--- src/design/tts_pkg.sv ---
// shared types and constants for the tridiagonal solver
package tts_pkg;

   localparam int QW = 32;
   localparam logic signed [QW-1:0] Q_MAX = 32'sh7FFF_FFFF;
   localparam logic signed [QW-1:0] Q_MIN = 32'sh8000_0000;

   typedef struct packed {
      logic signed [QW-1:0] sub_diag;
      logic signed [QW-1:0] main_diag;
      logic signed [QW-1:0] super_diag;
      logic signed [QW-1:0] rhs;
      logic                 last_row;
   } req_type;

   typedef struct packed {
      logic signed [QW-1:0] solution;
      logic [5:0]           row_index;
      logic                 last_out;
      logic                 pivot_error;
   } rsp_type;

   typedef enum logic [3:0] {
      ST_IDLE,
      ST_FWD_DIV,
      ST_FWD_MUL,
      ST_FWD_WR,
      ST_BK_RD,
      ST_BK_WAIT,
      ST_BK_MUL,
      ST_BK_DIV,
      ST_BK_WR,
      ST_OUT_RD,
      ST_BK_OUT
   } state_type;

   // saturate a 64-bit signed value to 32 bits
   function automatic logic signed [QW:0] sat64(input logic signed [63:0] v);
      logic signed [QW:0] r;
      if (v > 64'sh0000_0000_7FFF_FFFF) r = {1'b1, Q_MAX};
      else if (v < -64'sh0000_0000_8000_0000) r = {1'b1, Q_MIN};
      else r = {1'b0, v[QW-1:0]};
      return r;
   endfunction

endpackage

--- src/design/tts_if.sv ---
// valid/ready channel interfaces for the solver
interface tts_req_if import tts_pkg::*; ();
   logic    valid;
   logic    ready;
   req_type data;
   modport source (output valid, output data, input ready);
   modport sink (input valid, input data, output ready);
endinterface


--- src/design/tts_front.sv ---
// front end: accepts rows and queues them for the solver core
module tts_front import tts_pkg::*; #(
   parameter int QDEPTH = 2
) (
   input  logic      clock,
   input  logic      reset,
   tts_req_if.sink   req,
   output logic      q_valid,
   output req_type   q_data,
   input  logic      q_pop
);
   localparam int AW = (QDEPTH > 1) ? $clog2(QDEPTH) : 1;
   req_type        buf_ff [QDEPTH];
   logic [AW-1:0]  wp_ff, rp_ff;
   logic [AW:0]    cnt_ff;
   logic           push;

   assign req.ready = (cnt_ff != (AW+1)'(QDEPTH));
   assign push      = req.valid && req.ready;
   assign q_valid   = (cnt_ff != '0);
   assign q_data    = buf_ff[rp_ff];

   always_ff @(posedge clock) begin
      if (reset) begin
         wp_ff <= '0; rp_ff <= '0; cnt_ff <= '0;
      end else begin
         if (push) wp_ff <= (wp_ff == AW'(QDEPTH-1)) ? '0 : wp_ff + 1'b1;
         if (q_pop) rp_ff <= (rp_ff == AW'(QDEPTH-1)) ? '0 : rp_ff + 1'b1;
         cnt_ff <= cnt_ff + (AW+1)'(push) - (AW+1)'(q_pop);
      end
      if (push) buf_ff[wp_ff] <= req.data;
   end
endmodule

--- src/flat_wrapper.sv ---
// flat-port wrapper written by rule: the top's interface ports become plain ports
module tts_front_flat import tts_pkg::*;
#(
   parameter int QDEPTH = 2
)
  (clock, reset, q_valid, q_data, q_pop, req_valid, req_data, req_ready);
  tts_req_if req_i ();
  input  logic clock;
  input  logic reset;
  output logic q_valid;
  output req_type q_data;
  input  logic q_pop;
  input wire logic [$bits(req_i.valid)-1:0] req_valid;
  input wire logic [$bits(req_i.data)-1:0] req_data;
  output wire logic [$bits(req_i.ready)-1:0] req_ready;
  assign req_i.valid = req_valid;
  assign req_i.data = req_data;
  assign req_ready = req_i.ready;
  tts_front #(.QDEPTH(QDEPTH)) u_core (.clock(clock), .reset(reset), .req(req_i), .q_valid(q_valid), .q_data(q_data), .q_pop(q_pop));
endmodule
--- config.mk ---
export PLATFORM = sky130hd
export DESIGN_NAME = tts_front_flat
export DESIGN_NICKNAME = d
export VERILOG_FILES = /design/src/design/tts_pkg.sv /design/src/design/tts_if.sv /design/src/design/tts_front.sv /design/src/flat_wrapper.sv
export SDC_FILE = /design/constraint.sdc
export NUM_CORES = 1
export LEC_CHECK = 0
export BUFFER_PORTS_ARGS = -buffer_cell sky130_fd_sc_hd__buf_2
export CORE_ASPECT_RATIO = 0.5
export CORE_UTILIZATION = 52
export DETAILED_ROUTE_END_ITERATION = 6
export GPL_TIMING_DRIVEN = 1
export PLACE_DENSITY = 0.89
export SYNTH_ARGS = -nofsm -noshare
export SYNTH_HDL_FRONTEND = slang
export SYNTH_SLANG_ARGS = --single-unit
--- constraint.sdc ---
create_clock -name clock -period 5.85 [get_ports clock]
set_input_delay 0.8775 -clock clock [delete_from_list [all_inputs] [get_ports clock]]
set_output_delay 0.8775 -clock clock [all_outputs]
set_load 0.01 [all_outputs]
# ---- Word level (Yosys, flattened, before mapping)
# Memory sizes are Yosys's and may differ from the RTL's. A register that Yosys moved wholly into a read port is not among the register bits.
# Cells that the tools add are included.
dict set report classes {
  n_addsub 4
  n_eq_ne 1
  muxes 6
  n_reduce_logical 2
}
# op n
set ops {}
lappend ops {{1-bit 2-to-1 mux} 6}
lappend ops {{1-bit adder (second input constant)} 2}
lappend ops {{2-bit by 1-bit adder with 2-bit output} 1}
lappend ops {{2-bit != test (second input constant)} 1}
lappend ops {{2-bit nonzero test} 1}
lappend ops {{2-bit by 1-bit subtractor with 2-bit output} 1}
lappend ops {{1-bit logical AND} 1}
dict set report word_totals {
  regBits 4
  ram_bits 258
  input_bits 133
  output_inout_bits 131
  elab_cells 17
  memories 1
}
# memory depth width read_ports rd_clocked_by_memory_dff wr line_no
set memory_table {}
lappend memory_table {u_core.buf_ff 2 129 1 1 1 tts_front.sv:13} ;# req_type buf_ff [QDEPTH];

# ---- Logic depth before layout (Yosys ltp)
# Gate-level depths: netlist (run 1).
dict set report depth {
  word_depth 4
  depth_mapped 5
  depth_no_buf 5
}

# ---- Worst setup path before layout (run 1)
# No wires, ideal clock.
dict set report synth_path {
  path_type {input -> register}
  start {input req_valid}
  end {memory u_core.buf_ff[1][0] in the netlist's numbering, enable pin}
  setup_ns 0.504
  arrival_ns 3.897
  required_time_ns 5.346
  setup_slack_ns 1.449
  cell_stages 1
  path_buffers 0
  path_cell_list {and3_1}
}
dict set report synth_via {
  elab_chain_len 3
}
# item line_no
set synth_lines {}
lappend synth_lines {{start: declaration} flat_wrapper.sv:13} ;# input wire logic [$bits(req_i.valid)-1:0] req_valid;
lappend synth_lines {{1-bit logical AND} tts_front.sv:19} ;# assign push = req.valid && req.ready;
lappend synth_lines {{1-bit 2-to-1 mux} tts_front.sv:31} ;# if (push) buf_ff[wp_ff] <= req.data;
lappend synth_lines {{1-bit 2-to-1 mux (implied by the code)} tts_front.sv:31}
lappend synth_lines {{end: declaration} tts_front.sv:13}
# No other way between the ends.

==> results of run 1 <==
## worst max-delay path, delay by kind of cell (launching register included)
family	cells	cell delay, ns
flip-flops	1	0.81
buffers and inverters	2	0.74
multiplexers	1	0.41
## final cells by class
cell class	instances	area, um^2	share of cell area, %
Antenna cell	5	12.5	0.106
Clock buffer	30	602	5.11
Clock inverter	9	68.8	0.584
Inverter	2	10.0	0.0849
Multi-Input combinational cell	148	1590	13.5
Sequential cell	263	7850	66.6
Tap cell	234	293	2.48
Timing Repair Buffer	269	1360	11.5
## flip-flops by register name (all words and copies together), names as in the netlist, named ones only
register       cells
u_core.rp_ff       1
u_core.buf_ff    258
u_core.wp_ff       1
u_core.cnt_ff      2
## synth_stat cells
cell | count | share of area [%]
sky130_fd_sc_hd__nand2_1 | 1 | 0.039
sky130_fd_sc_hd__dfxtp_1 | 5 | 1.0
sky130_fd_sc_hd__inv_1 | 2 | 0.078
sky130_fd_sc_hd__xnor2_1 | 1 | 0.091
sky130_fd_sc_hd__and2b_1 | 1 | 0.078
sky130_fd_sc_hd__buf_4 | 2 | 0.16
sky130_fd_sc_hd__buf_2 | 1 | 0.052
sky130_fd_sc_hd__buf_6 | 11 | 1.3
sky130_fd_sc_hd__mux2_1 | 1 | 0.12
sky130_fd_sc_hd__ha_1 | 1 | 0.13
sky130_fd_sc_hd__nand3b_1 | 1 | 0.078
sky130_fd_sc_hd__or2_2 | 1 | 0.065
sky130_fd_sc_hd__nor2_1 | 3 | 0.12
sky130_fd_sc_hd__mux2_2 | 129 | 15
sky130_fd_sc_hd__nand2b_1 | 1 | 0.065
sky130_fd_sc_hd__nand3_1 | 1 | 0.052
sky130_fd_sc_hd__nor2b_1 | 1 | 0.065
sky130_fd_sc_hd__mux2i_1 | 1 | 0.10
sky130_fd_sc_hd__and3_1 | 1 | 0.065
sky130_fd_sc_hd__a21o_1 | 1 | 0.078
sky130_fd_sc_hd__a21oi_1 | 2 | 0.10
sky130_fd_sc_hd__edfxtp_1 | 258 | 81
sky130_fd_sc_hd__a21bo_2 | 1 | 0.10
## logic make-up (layout without fill, tap and decap cells)
kind of cell	after synthesis	after routing	synth area share (%)
compound gates	4	4	0.287
mux	131	131	15.4
flops	263	263	81.9
simple gates	11	11	0.627
fa+ha+maj	1	1	0.131
buf+inv	16	310	1.58
other cells	0	5	0
xor+xnor	1	1	0.0914
## stage by stage
step / hold slack [ns] / setup WS, ns / std cells
2_1_floorplan: 0.480 / 1.45 / 427
3_3_place_gp: 0.493 / 2.97 / 916
3_5_place_dp: 0.507 / 2.96 / 916
4_1_cts: 0.529 / 2.42 / 955
5_1_grt: 0.538 / 2.31 / 959
6_report: 0.522 / 2.45 / 960
## worst min path at each step
stage	startpoint	endpoint	slack, ns	cells after the start
floorplan	u_core.rp_ff$_SDFFE_PP0P_	flip-flop	0.48	2
global placement	u_core.rp_ff$_SDFFE_PP0P_	u_core.rp_ff$_SDFFE_PP0P_	0.49	2
detailed placement	u_core.rp_ff$_SDFFE_PP0P_	flip-flop	0.51	2
CTS	u_core.rp_ff$_SDFFE_PP0P_	flip-flop	0.53	2
global route	req_data[110]	u_core.buf_ff[1][110]$_DFFE_PP_	0.54	1
finish	u_core.rp_ff$_SDFFE_PP0P_	flip-flop	0.52	2
## routing by layer
layer,track usage (%),up-vias,wire length (um)
li1,-,2265,-
met4,8.06,2,511
met1,21.2,2503,6900
met2,35.2,112,10300
met5,0,-,10
met3,3.90,40,711
## power groups by stage
stage | combinational, mW | sequential, mW | clock (mW)
floorplan | 0.312 | 2.32 | 0
global placement | 0.495 | 2.32 | 0
detailed placement | 0.509 | 2.33 | 0
CTS | 0.511 | 2.29 | 1.41
global route | 0.542 | 2.30 | 1.49
finish | 0.504 | 2.29 | 1.39
==> results.md, run 1 <==
- The part of the total power dissipated in sequential elements is approximately 55%.
- The sequential element share of the synthesized area is approximately four fifths.
- Fill cells in the final layout number about 1200.
- In this run, post-CTS repair resized a total of 0 instances.
- STA classifies the critical path endpoint as an output pin.
- Setup violations remaining at the end of the flow were counted as 0.
- Of all nets on the critical path, the largest fanout is 53.
- The final count of hold timing violations came to 0.
- The worst-skew pair later-pin latency is 0.50 ns.
- The critical path is of the flip-flop to output pin type.
- The core area is between 15000 and 20000 um^2.
- In this run the worst setup path terminates at q_data[112].
- In this run switching power makes up 22.6% of total power.
- Using the TritonRoute via totals, the vias-per-cell ratio works out to roughly 5.1.
- The synthesized area per cell is 22.4 um^2.
- The initial core utilization is approximately 54%.
- Leaving out fill and tap cells, the most frequent cell in the layout is sky130_fd_sc_hd__buf_2.
- The number of top-level pins is 264.
- The number of hold buffers added after CTS was 0.
- The headroom to the max-slew limit is about half.
- Global routing consumed, over all layers together, a little under a fifth of the routing resources.
- Setup repair after global routing left no endpoint under its margin.
- The static leakage is approximately 4.4 nW.
- The first-pass iteration count of the detailed router is 4.
- Cells fill 66.6% of the core in the end.
- The pin count of the biggest net entering global routing is 56.
- The routed via count is just under 5000.
- At the worst endpoint, the arrival time is about 2.5 ns.
- The worst path required time is between 4 and 5 ns.
- The weighted congestion at the end of routability-driven global placement is between 0.8 and 0.9.
- The clock transition at the register clock pins on the worst setup and hold paths after CTS is 0.06 ns.
- Measured along the y axis, the die boundary spans 98.0 um.
- After floorplanning, the core was divided into 34 placement rows.
- From synthesis to final layout, the design area changed by 23.0%.
- With fillers left out, the area of the finished cells amounts to 11800 um^2.
- The total net switching power is 0.943 mW.
- The master cell of the clock root buffer is sky130_fd_sc_hd__clkbuf_16.
- The count of unresolved DRC violations after routing is 0.
- The worst setup path is launched from a flip-flop.
- The clock network fraction of design power is between 30% and 40%.
- The first global-routing pass estimated approximately 27000 um of wire.
- Summed over all layers, the global routing overflow is 0.
- Internal power comes to ~3.2 mW.
- The transition time at the pin with the least slew margin is about 0.74 ns.
- The tool flagged a number of max-cap violations equal to 0.
- CTS built an H-tree with a depth of 1.
- The CTS tree is done.
- The number of global-route vias before repair is 5147.
- The flow ran to the end, and the final reports show no timing, DRC or antenna violations.
- The total setup buffers inserted after CTS is 0.
- The worst hold path class is flip-flop to flip-flop.
- The sum of negative setup slack is 0 ns.
- The Yosys step of the flow raised 0 warnings.
- In this run the critical register-to-register path is captured at u_core.buf_ff[0][61]$_DFFE_PP_.
- The clock tree buffer depth is 3.
- In this run the critical register-to-register path is launched from u_core.cnt_ff[0]$_SDFF_PP0_.
- The critical path goes through buf_4 > mux2_2 > buf_2.
- The HPWL after detailed placement is roughly 12000 um.
- During placement, the flow inserted port buffers numbering approximately 260.
- The largest incremental delay on the critical path is 0.81 ns.
- The die covers ~19000 um^2.
- The period utilization is 58.2%.
- The cell count after synthesis came out at approximately 430.
- The number of slew-limit violations in the final report is 0.
- The cell area power density is 355 nW/um^2.
- The number of different library cells used by synthesis comes to 23.
- Of the cells placed in the final design, the portion with a size suffix greater than 1 is about three fifths.
- The TritonCTS buffer count is 23.
- The overall power after layout is 4.18 mW.
- The share of power burned in combinational logic is between 10% and 20%.
- The number of antenna violations at the first check in global routing is 6.
- Leaving out fill and tap cells, the most frequent cells in the layout are sky130_fd_sc_hd__buf_2, sky130_fd_sc_hd__edfxtp_1, sky130_fd_sc_hd__mux2_2.
- The register-to-register path setup slack is roughly 3.5 ns.
- The worst path in the final design needs a cycle of between 3 and 4 ns, including I/O delays and setup.
- The synthesis-stage register bit count is between 200 and 300.
- CTS saw around 260 sinks.
- The total standard cell area after synthesis is between 9000 and 10000 um^2.
- The largest individual stage delay along the critical path comes from the cell sky130_fd_sc_hd__dfxtp_4.
- The first-iteration detailed-routing DRC count is 165.
- The net count after synthesis is 561.
- The number of routed nets with antenna violations is 0.
- The wire length per cell is approximately 19 um.
- The die width is 194 um.
- The clock arrives with 0.00832 ns of skew.
- Summing all placed instances gives a cell area of ~11000 um^2.
- The final routed wirelength across all metal layers is ~18000 um.
- In the final design database the tool counted about 840 nets.
- The peak ir drop on the vdd network is approximately 0.22 mV.
- Static timing analysis puts the maximum clock frequency at a little under 0.3 GHz.
- Counting cells, the worst reg-to-reg path comes to 4.
(Power assumes the default switching activity.)
==> run 2, diff against run 1 <==
Clock period 5.85 ns to 3.4 ns, I/O delays scaled along.
==> run 2 against run 1 <==
  * Global-route usage is 0.68 points higher
  * Hold slack worse by 0.34 ns
  * Core utilization is 0.81 points higher
  * Largest power group unchanged
==> results.md, run 2 (synthesized netlist as in run 1, its figures left out) <==
- The number of top-level pins was 264 (unchanged).
- The master cell of the clock root buffer is sky130_fd_sc_hd__clkbuf_16 (unchanged).
- Derived from the worst setup path, the maximum achievable clock frequency is between 0.4 and 0.5 GHz.
- The cell with the largest stage delay on the worst path is sky130_fd_sc_hd__mux2_2 (was sky130_fd_sc_hd__dfxtp_4).
- The clock tree buffer depth is 3 (unchanged).
- The via-per-instance ratio is 5.22 (was 5.13).
- The die width was 194 um (unchanged).
- Commonest non-fill, non-tap cells in the layout: sky130_fd_sc_hd__buf_2, sky130_fd_sc_hd__edfxtp_1, sky130_fd_sc_hd__mux2_2 (unchanged).
- The weighted congestion at the end of routability-driven global placement was 0.721 (was 0.802).
- The register name with the most flops is u_core.buf_ff (unchanged).
- The TritonCTS buffer count is 23 (unchanged).
- The cell area power density was 622 nW/um^2 (was 355 nW/um^2).
- The overall fraction of global-route tracks in use is 19.6% (was 18.9%).
- The count of unresolved DRC violations after routing was 0 (unchanged).
- The period utilization is roughly two thirds.
- The type of the worst setup path is flip-flop to output pin (unchanged).
- The number of flip-flops under the largest register name was 258 (unchanged).
- The final clock skew is 0.0173 ns (was 0.00832 ns).
- Series of cell instances along the critical path: buf_12 > mux2_2 > buf_2 (was buf_4 > mux2_2 > buf_2).
- The maximum fanout along the worst path came to 69 (was 53).
- The worst-skew pair later-pin latency is 0.51 ns (was 0.50 ns).
- The routed via count is 5020 (was 4922).
- The HPWL after detailed placement is 12400 um (was 12300 um).
- The final routed wirelength across all metal layers is 19200 um (was 18400 um).
- The first-iteration detailed-routing DRC count is 234 (was 165).
- The final instance area is 11900 um^2 (was 11800 um^2).
- Top flop regs: u_core.buf_ff (258), u_core.cnt_ff (2) (unchanged).
- The number of global-route vias before repair is 5168 (was 5147).
- The count of cells resized by post-cts repair is 0 (unchanged).
- The height of the chip is 98.0 um (unchanged).
- The sum of negative setup slack is 0 ns (unchanged).
- The maximum level of the CTS H-tree is 1 (unchanged).
- Status: finished, final reports clean (unchanged).
- The number of sinks handled by clock tree synthesis is 263 (unchanged).
- The wire length per cell is 20.0 um (was 19.2 um).
- The cell class contributing the biggest share of worst-path delay is buffers and inverters (was flip-flops).
- The number of setup violations in the final report is 0 (unchanged).
- The largest incremental delay on the critical path came to 0.40 ns (was 0.81 ns).
- The number of antenna violations at the first check in global routing came to 5 (was 6).
- The number of routed nets with antenna violations was 0 (unchanged).
- The CTS tree is done (unchanged).
- The pin count of the biggest net entering global routing is 75 (was 56).
- Unrepaired setup endpoints after global routing: false (unchanged).
- The count of hold-fix buffers inserted at cts was 0 (unchanged).
- The capturing element type of the critical path is an output pin (unchanged).
- The peak ir drop on the vdd network is 0.374 mV (was 0.216 mV).
- The transition time at the pin with the least slew margin came to 0.677 ns (was 0.739 ns).
- The number of slew-limit violations in the final report was 0 (unchanged).
- The static leakage is 4.43 nW (was 4.38 nW).
- The clock transition at the register clock pins on the worst setup and hold paths after CTS was 0.07 ns (was 0.06 ns).
- The most frequent standard cell in the layout excluding fill and tap cells is sky130_fd_sc_hd__buf_2 (unchanged).
- The worst path buffer plus inverter count is 2 (unchanged).
- The overall power after layout came to 7.43 mW (was 4.18 mW).
- The total grt overflow is 0 (unchanged).
- The instance area at placement is 11200 um^2 (was 11100 um^2).
- The global-route wire length before repair is 28100 um (was 27300 um).
- The nature of the critical path startpoint is a flip-flop (unchanged).
- The total setup buffers inserted after CTS is 0 (unchanged).
- The relative area change from synthesis to final layout came to 24.5% (was 23.0%).
- The core area is 17700 um^2 (unchanged).
- The post-layout utilization of the core is 67.4% (was 66.6%).
- The worst path required time came to 2.89 ns (was 4.97 ns).
- The count of input and output buffers is 263 (unchanged).
- The number of nets in the final layout was 841 (unchanged).
- The first-pass iteration count of the detailed router is 4 (unchanged).
- The arrival time at the worst endpoint was 1.81 ns (was 2.53 ns).
- The initial core utilization is 54.1% (unchanged).
- The final count of hold timing violations is 0 (unchanged).
- The floorplan row count is 34 (unchanged).
- The die outline area is 19000 um^2 (unchanged).
- The minimum period implied by the final worst setup slack is 2.32 ns.
- The fraction of final layout cells sized beyond drive strength 1 is 60.3% (was 59.8%).
- The number of violations of the max-capacitance limit is 0 (unchanged).
- The headroom to the max-slew limit is 54.9% (was 50.8%).
- The worst-case hold slack came to 0.180 ns (was 0.522 ns).
- The worst hold path class is input pin to flip-flop (was flip-flop to flip-flop).
-- run 2: cell types whose count changed in the layout (fill, tap and decap cells not counted), sizes merged --
cell,before,now
bufinv,1,3
clkbuf,30,28
clkinvlp,0,2
diode,5,4
-- run 2: final cells by class --
cell class | instances | area, um^2
sequential | 263 | 7850
fill | 1152 | 5770
multi-input combinational | 148 | 1590
timing repair buffer | 269 | 1440
clock buffer | 28 | 594
tap | 234 | 293
clock inverter | 13 | 146
inverter | 2 | 11.3
antenna | 4 | 10.0
-- run 2: routing by layer --
metal	GRT usage, %	part of all wire (%)
met3	3.49	3.8
met1	21.7	37
met2	36.7	55
met4	9.71	4.3
met5	0	0
-- run 2: path summary, 6_finish.rpt --
path | startpoint | end | slack, ns | depth (start not counted)
worst min-delay path | req_data[83] | u_core.buf_ff[1][83]$_DFFE_PP_ | 0.18 | 1
worst min register to register | u_core.rp_ff$_SDFFE_PP0P_ | u_core.rp_ff$_SDFFE_PP0P_ | 0.53 | 2
worst max register to register | u_core.cnt_ff[0]$_SDFF_PP0_ | u_core.buf_ff[1][14]$_DFFE_PP_ | 1.40 | 3
worst max-delay path | flip-flop | q_data[60] | 1.08 | 3
-- run 2: through the flow --
stage,setup slack [ns],std cells
floorplan,0.366,427
global placement,1.41,916
detailed placement,1.39,916
CTS,1.06,957
global route,1.04,961
finish,1.08,961
-- run 2: report_power, final --
part           total (mW)  switching [mW]  internal [mW]
combinational       0.928           0.510          0.418
clock                2.58            1.10           1.48
sequential           3.91          0.0621           3.85
-- run 2: worst register-to-register path: stages, from the launching register on --
cell,delay [ns]
sky130_fd_sc_hd__dfxtp_1,0.36
sky130_fd_sc_hd__nand2b_1,0.24
sky130_fd_sc_hd__and3_4,0.66
sky130_fd_sc_hd__buf_12,0.37
==> run 3, diff against run 2 <==
Clock period 3.4 ns to 2.3 ns, I/O delays scaled along.
==> run 3 against run 2 <==
  * Count of clock-buffer cells in the layout unchanged
  * Clock skew down 0.0079 ns
  * Cell area up 0.12%
  * Sequential cell count unchanged
  * First-iteration DRC count down 1.7%
  * Sequential share of layout area down 0.066 points
  * Sequential power up 48%
  * Critical path type unchanged
  * Largest power group unchanged
==> results.md, run 3 (synthesized netlist as in run 1, its figures left out) <==
- The relative area change from synthesis to final layout is 24.7% (was 24.5%).
- The instance area at placement was 11200 um^2 (about the same).
- The final instance area came to 11900 um^2 (about the same).
- Timing would allow up to 0.468 GHz.
- The worst hold path class is input pin to flip-flop (unchanged).
- Of the available clock period, the critical path in the final layout requires approximately 93%.
- The headroom to the max-slew limit is 69.6% (was 54.9%).
- The final count of hold timing violations came to 0 (unchanged).
- The count of cells resized by post-cts repair was 0 (unchanged).
- The initial core utilization is 54.1% (unchanged).
- The sum of negative setup slack is 0 ns (unchanged).
- The register name with the most flops is u_core.buf_ff (unchanged).
- The final clock skew is 0.00938 ns (was 0.0173 ns).
- The number of global-route vias before repair is 5255 (was 5168).
- Status: finished, final reports clean (unchanged).
- The maximum fanout along the worst path is 39 (was 69).
- The core area is 17700 um^2 (unchanged).
- The die width is 194 um (unchanged).
- The peak ir drop on the vdd network is 0.489 mV (was 0.374 mV).
- The die outline area is 19000 um^2 (unchanged).
- The met3 track utilization from global routing was 3.52% (was 3.49%).
- The TritonCTS buffer count came to 23 (unchanged).
- The count of input and output buffers is 263 (unchanged).
- The fraction of final layout cells sized beyond drive strength 1 is 60.7% (was 60.3%).
- Top flop regs: u_core.buf_ff (258), u_core.cnt_ff (2) (unchanged).
- The cell area power density came to 906 nW/um^2 (was 622 nW/um^2).
- The worst path buffer plus inverter count was 2 (unchanged).
- The capturing element type of the critical path is an output pin (unchanged).
- The number of violations of the max-capacitance limit is 0 (unchanged).
- The count of unresolved DRC violations after routing was 0 (unchanged).
- The via-per-instance ratio is 5.14 (was 5.22).
- The CTS tree is done (unchanged).
- The clock tree buffer depth was 3 (unchanged).
- Series of cell instances along the critical path: buf_12 > mux2_2 > buf_2 (unchanged).
- The worst path required time is 1.96 ns (was 2.89 ns).
- The global-route wire length before repair was 27800 um (was 28100 um).
- The most utilized layer in the global route result is met2 (unchanged).
- The clock transition at the register clock pins on the worst setup and hold paths after CTS is 0.07 ns (about the same).
- The number of sinks handled by clock tree synthesis is 263 (unchanged).
- Commonest non-fill, non-tap cells in the layout: sky130_fd_sc_hd__buf_2, sky130_fd_sc_hd__edfxtp_1, sky130_fd_sc_hd__mux2_2 (unchanged).
- The number of antenna violations at the first check in global routing is 3 (was 5).
- The static leakage is 4.44 nW (was 4.43 nW).
- The cell with the largest stage delay on the worst path is sky130_fd_sc_hd__dfxtp_4 (was sky130_fd_sc_hd__mux2_2).
- The most frequent standard cell in the layout excluding fill and tap cells is sky130_fd_sc_hd__buf_2 (unchanged).
- The number of flip-flops under the largest register name is 258 (unchanged).
- The global routing met2 resource utilization came to 37.3% (was 36.7%).
- The transition time at the pin with the least slew margin came to 0.455 ns (was 0.677 ns).
- The global routing met1 resource utilization is 20.8% (was 21.7%).
- The overall power after layout is 10.8 mW (was 7.43 mW).
- The pin count of the biggest net entering global routing is 72 (was 75).
- The HPWL after detailed placement is 12400 um (about the same).
- The height of the chip was 98.0 um (unchanged).
- The first-iteration detailed-routing DRC count came to 230 (was 234).
- The number of routed nets with antenna violations was 0 (unchanged).
- The final routed wirelength across all metal layers is 18800 um (was 19200 um).
- The first-pass iteration count of the detailed router is 4 (unchanged).
- Unrepaired setup endpoints after global routing: false (unchanged).
- The arrival time at the worst endpoint is 1.79 ns (was 1.81 ns).
- The number of top-level pins is 264 (unchanged).
- The master cell of the clock root buffer is sky130_fd_sc_hd__clkbuf_16 (unchanged).
- The largest incremental delay on the critical path is 0.49 ns (was 0.40 ns).
- The cell class contributing the biggest share of worst-path delay is flip-flops (was buffers and inverters).
- The number of slew-limit violations in the final report is 0 (unchanged).
- The number of nets in the final layout is 844 (was 841).
- The worst-skew pair later-pin latency is 0.50 ns (was 0.51 ns).
- After layout, the minimum clock period comes to approximately 2.1 ns.
- The number of setup violations in the final report is 0 (unchanged).
- The maximum level of the CTS H-tree is 1 (unchanged).
- The floorplan row count is 34 (unchanged).
- The total grt overflow is 0 (unchanged).
- The wire length per cell came to 19.5 um (was 20.0 um).
- The overall fraction of global-route tracks in use was 19.3% (was 19.6%).
- The routed via count is 4942 (was 5020).
- The nature of the critical path startpoint is a flip-flop (unchanged).
- The weighted congestion at the end of routability-driven global placement is 0.764 (was 0.721).
- The type of the worst setup path is flip-flop to output pin (unchanged).
[run 3: final timing paths]
check             cells after the start                              to                         from  slack [ns]
setup / recovery                      3                      q_data[64]                    flip-flop        0.16
hold / removal                        1  u_core.buf_ff[1][70]$_DFFE_PP_                 req_data[70]        0.03
setup reg to reg                      5     u_core.cnt_ff[1]$_SDFF_PP0_  u_core.cnt_ff[0]$_SDFF_PP0_        0.72
hold reg to reg                       2                       flip-flop    u_core.rp_ff$_SDFFE_PP0P_        0.52
[run 3: final cells by class]
| class | instances | area (um^2) |
|---|---|---|
| repair buffers | 272 | 1480 |
| inverters | 2 | 11.3 |
| multi-input cells | 148 | 1600 |
| diodes | 3 | 7.51 |
| flip-flops and latches | 263 | 7850 |
| clock inverters | 12 | 115 |
| well taps | 234 | 293 |
| fillers | 1174 | 5750 |
| clock buffers | 28 | 594 |
[run 3: report_power, final]
| group | switching (mW) | total, mW | leakage [nW] | internal, mW |
|---|---|---|---|---|
| logic | 0.741 | 1.37 | 1.65 | 0.633 |
| registers | 0.100 | 5.80 | 2.44 | 5.70 |
| clock network | 1.59 | 3.66 | 0.342 | 2.07 |
[run 3: through the flow]
stage	std cells	hold slack, ns	util, %	worst slack, ns
2_1_floorplan	427	0.407	-	-0.629
3_3_place_gp	918	0.496	63.4	0.613
3_5_place_dp	918	0.511	63.4	0.587
4_1_cts	958	0.00689	67.4	0.0491
5_1_grt	962	0.00722	67.5	0.0772
6_report	962	0.0277	67.5	0.165
[run 3: layer usage]
| layer | wire length [um] | share of wire (%) |
|---|---|---|
| met5 | 0 | 0 |
| met4 | 724 | 3.9 |
| met3 | 691 | 3.7 |
| met2 | 10500 | 56 |
| met1 | 6870 | 37 |
[run 3: repair_timing]
action,in CTS,in global routing
setup endpoints to repair,0,33
setup buffers,0,1
hold buffers,0,0
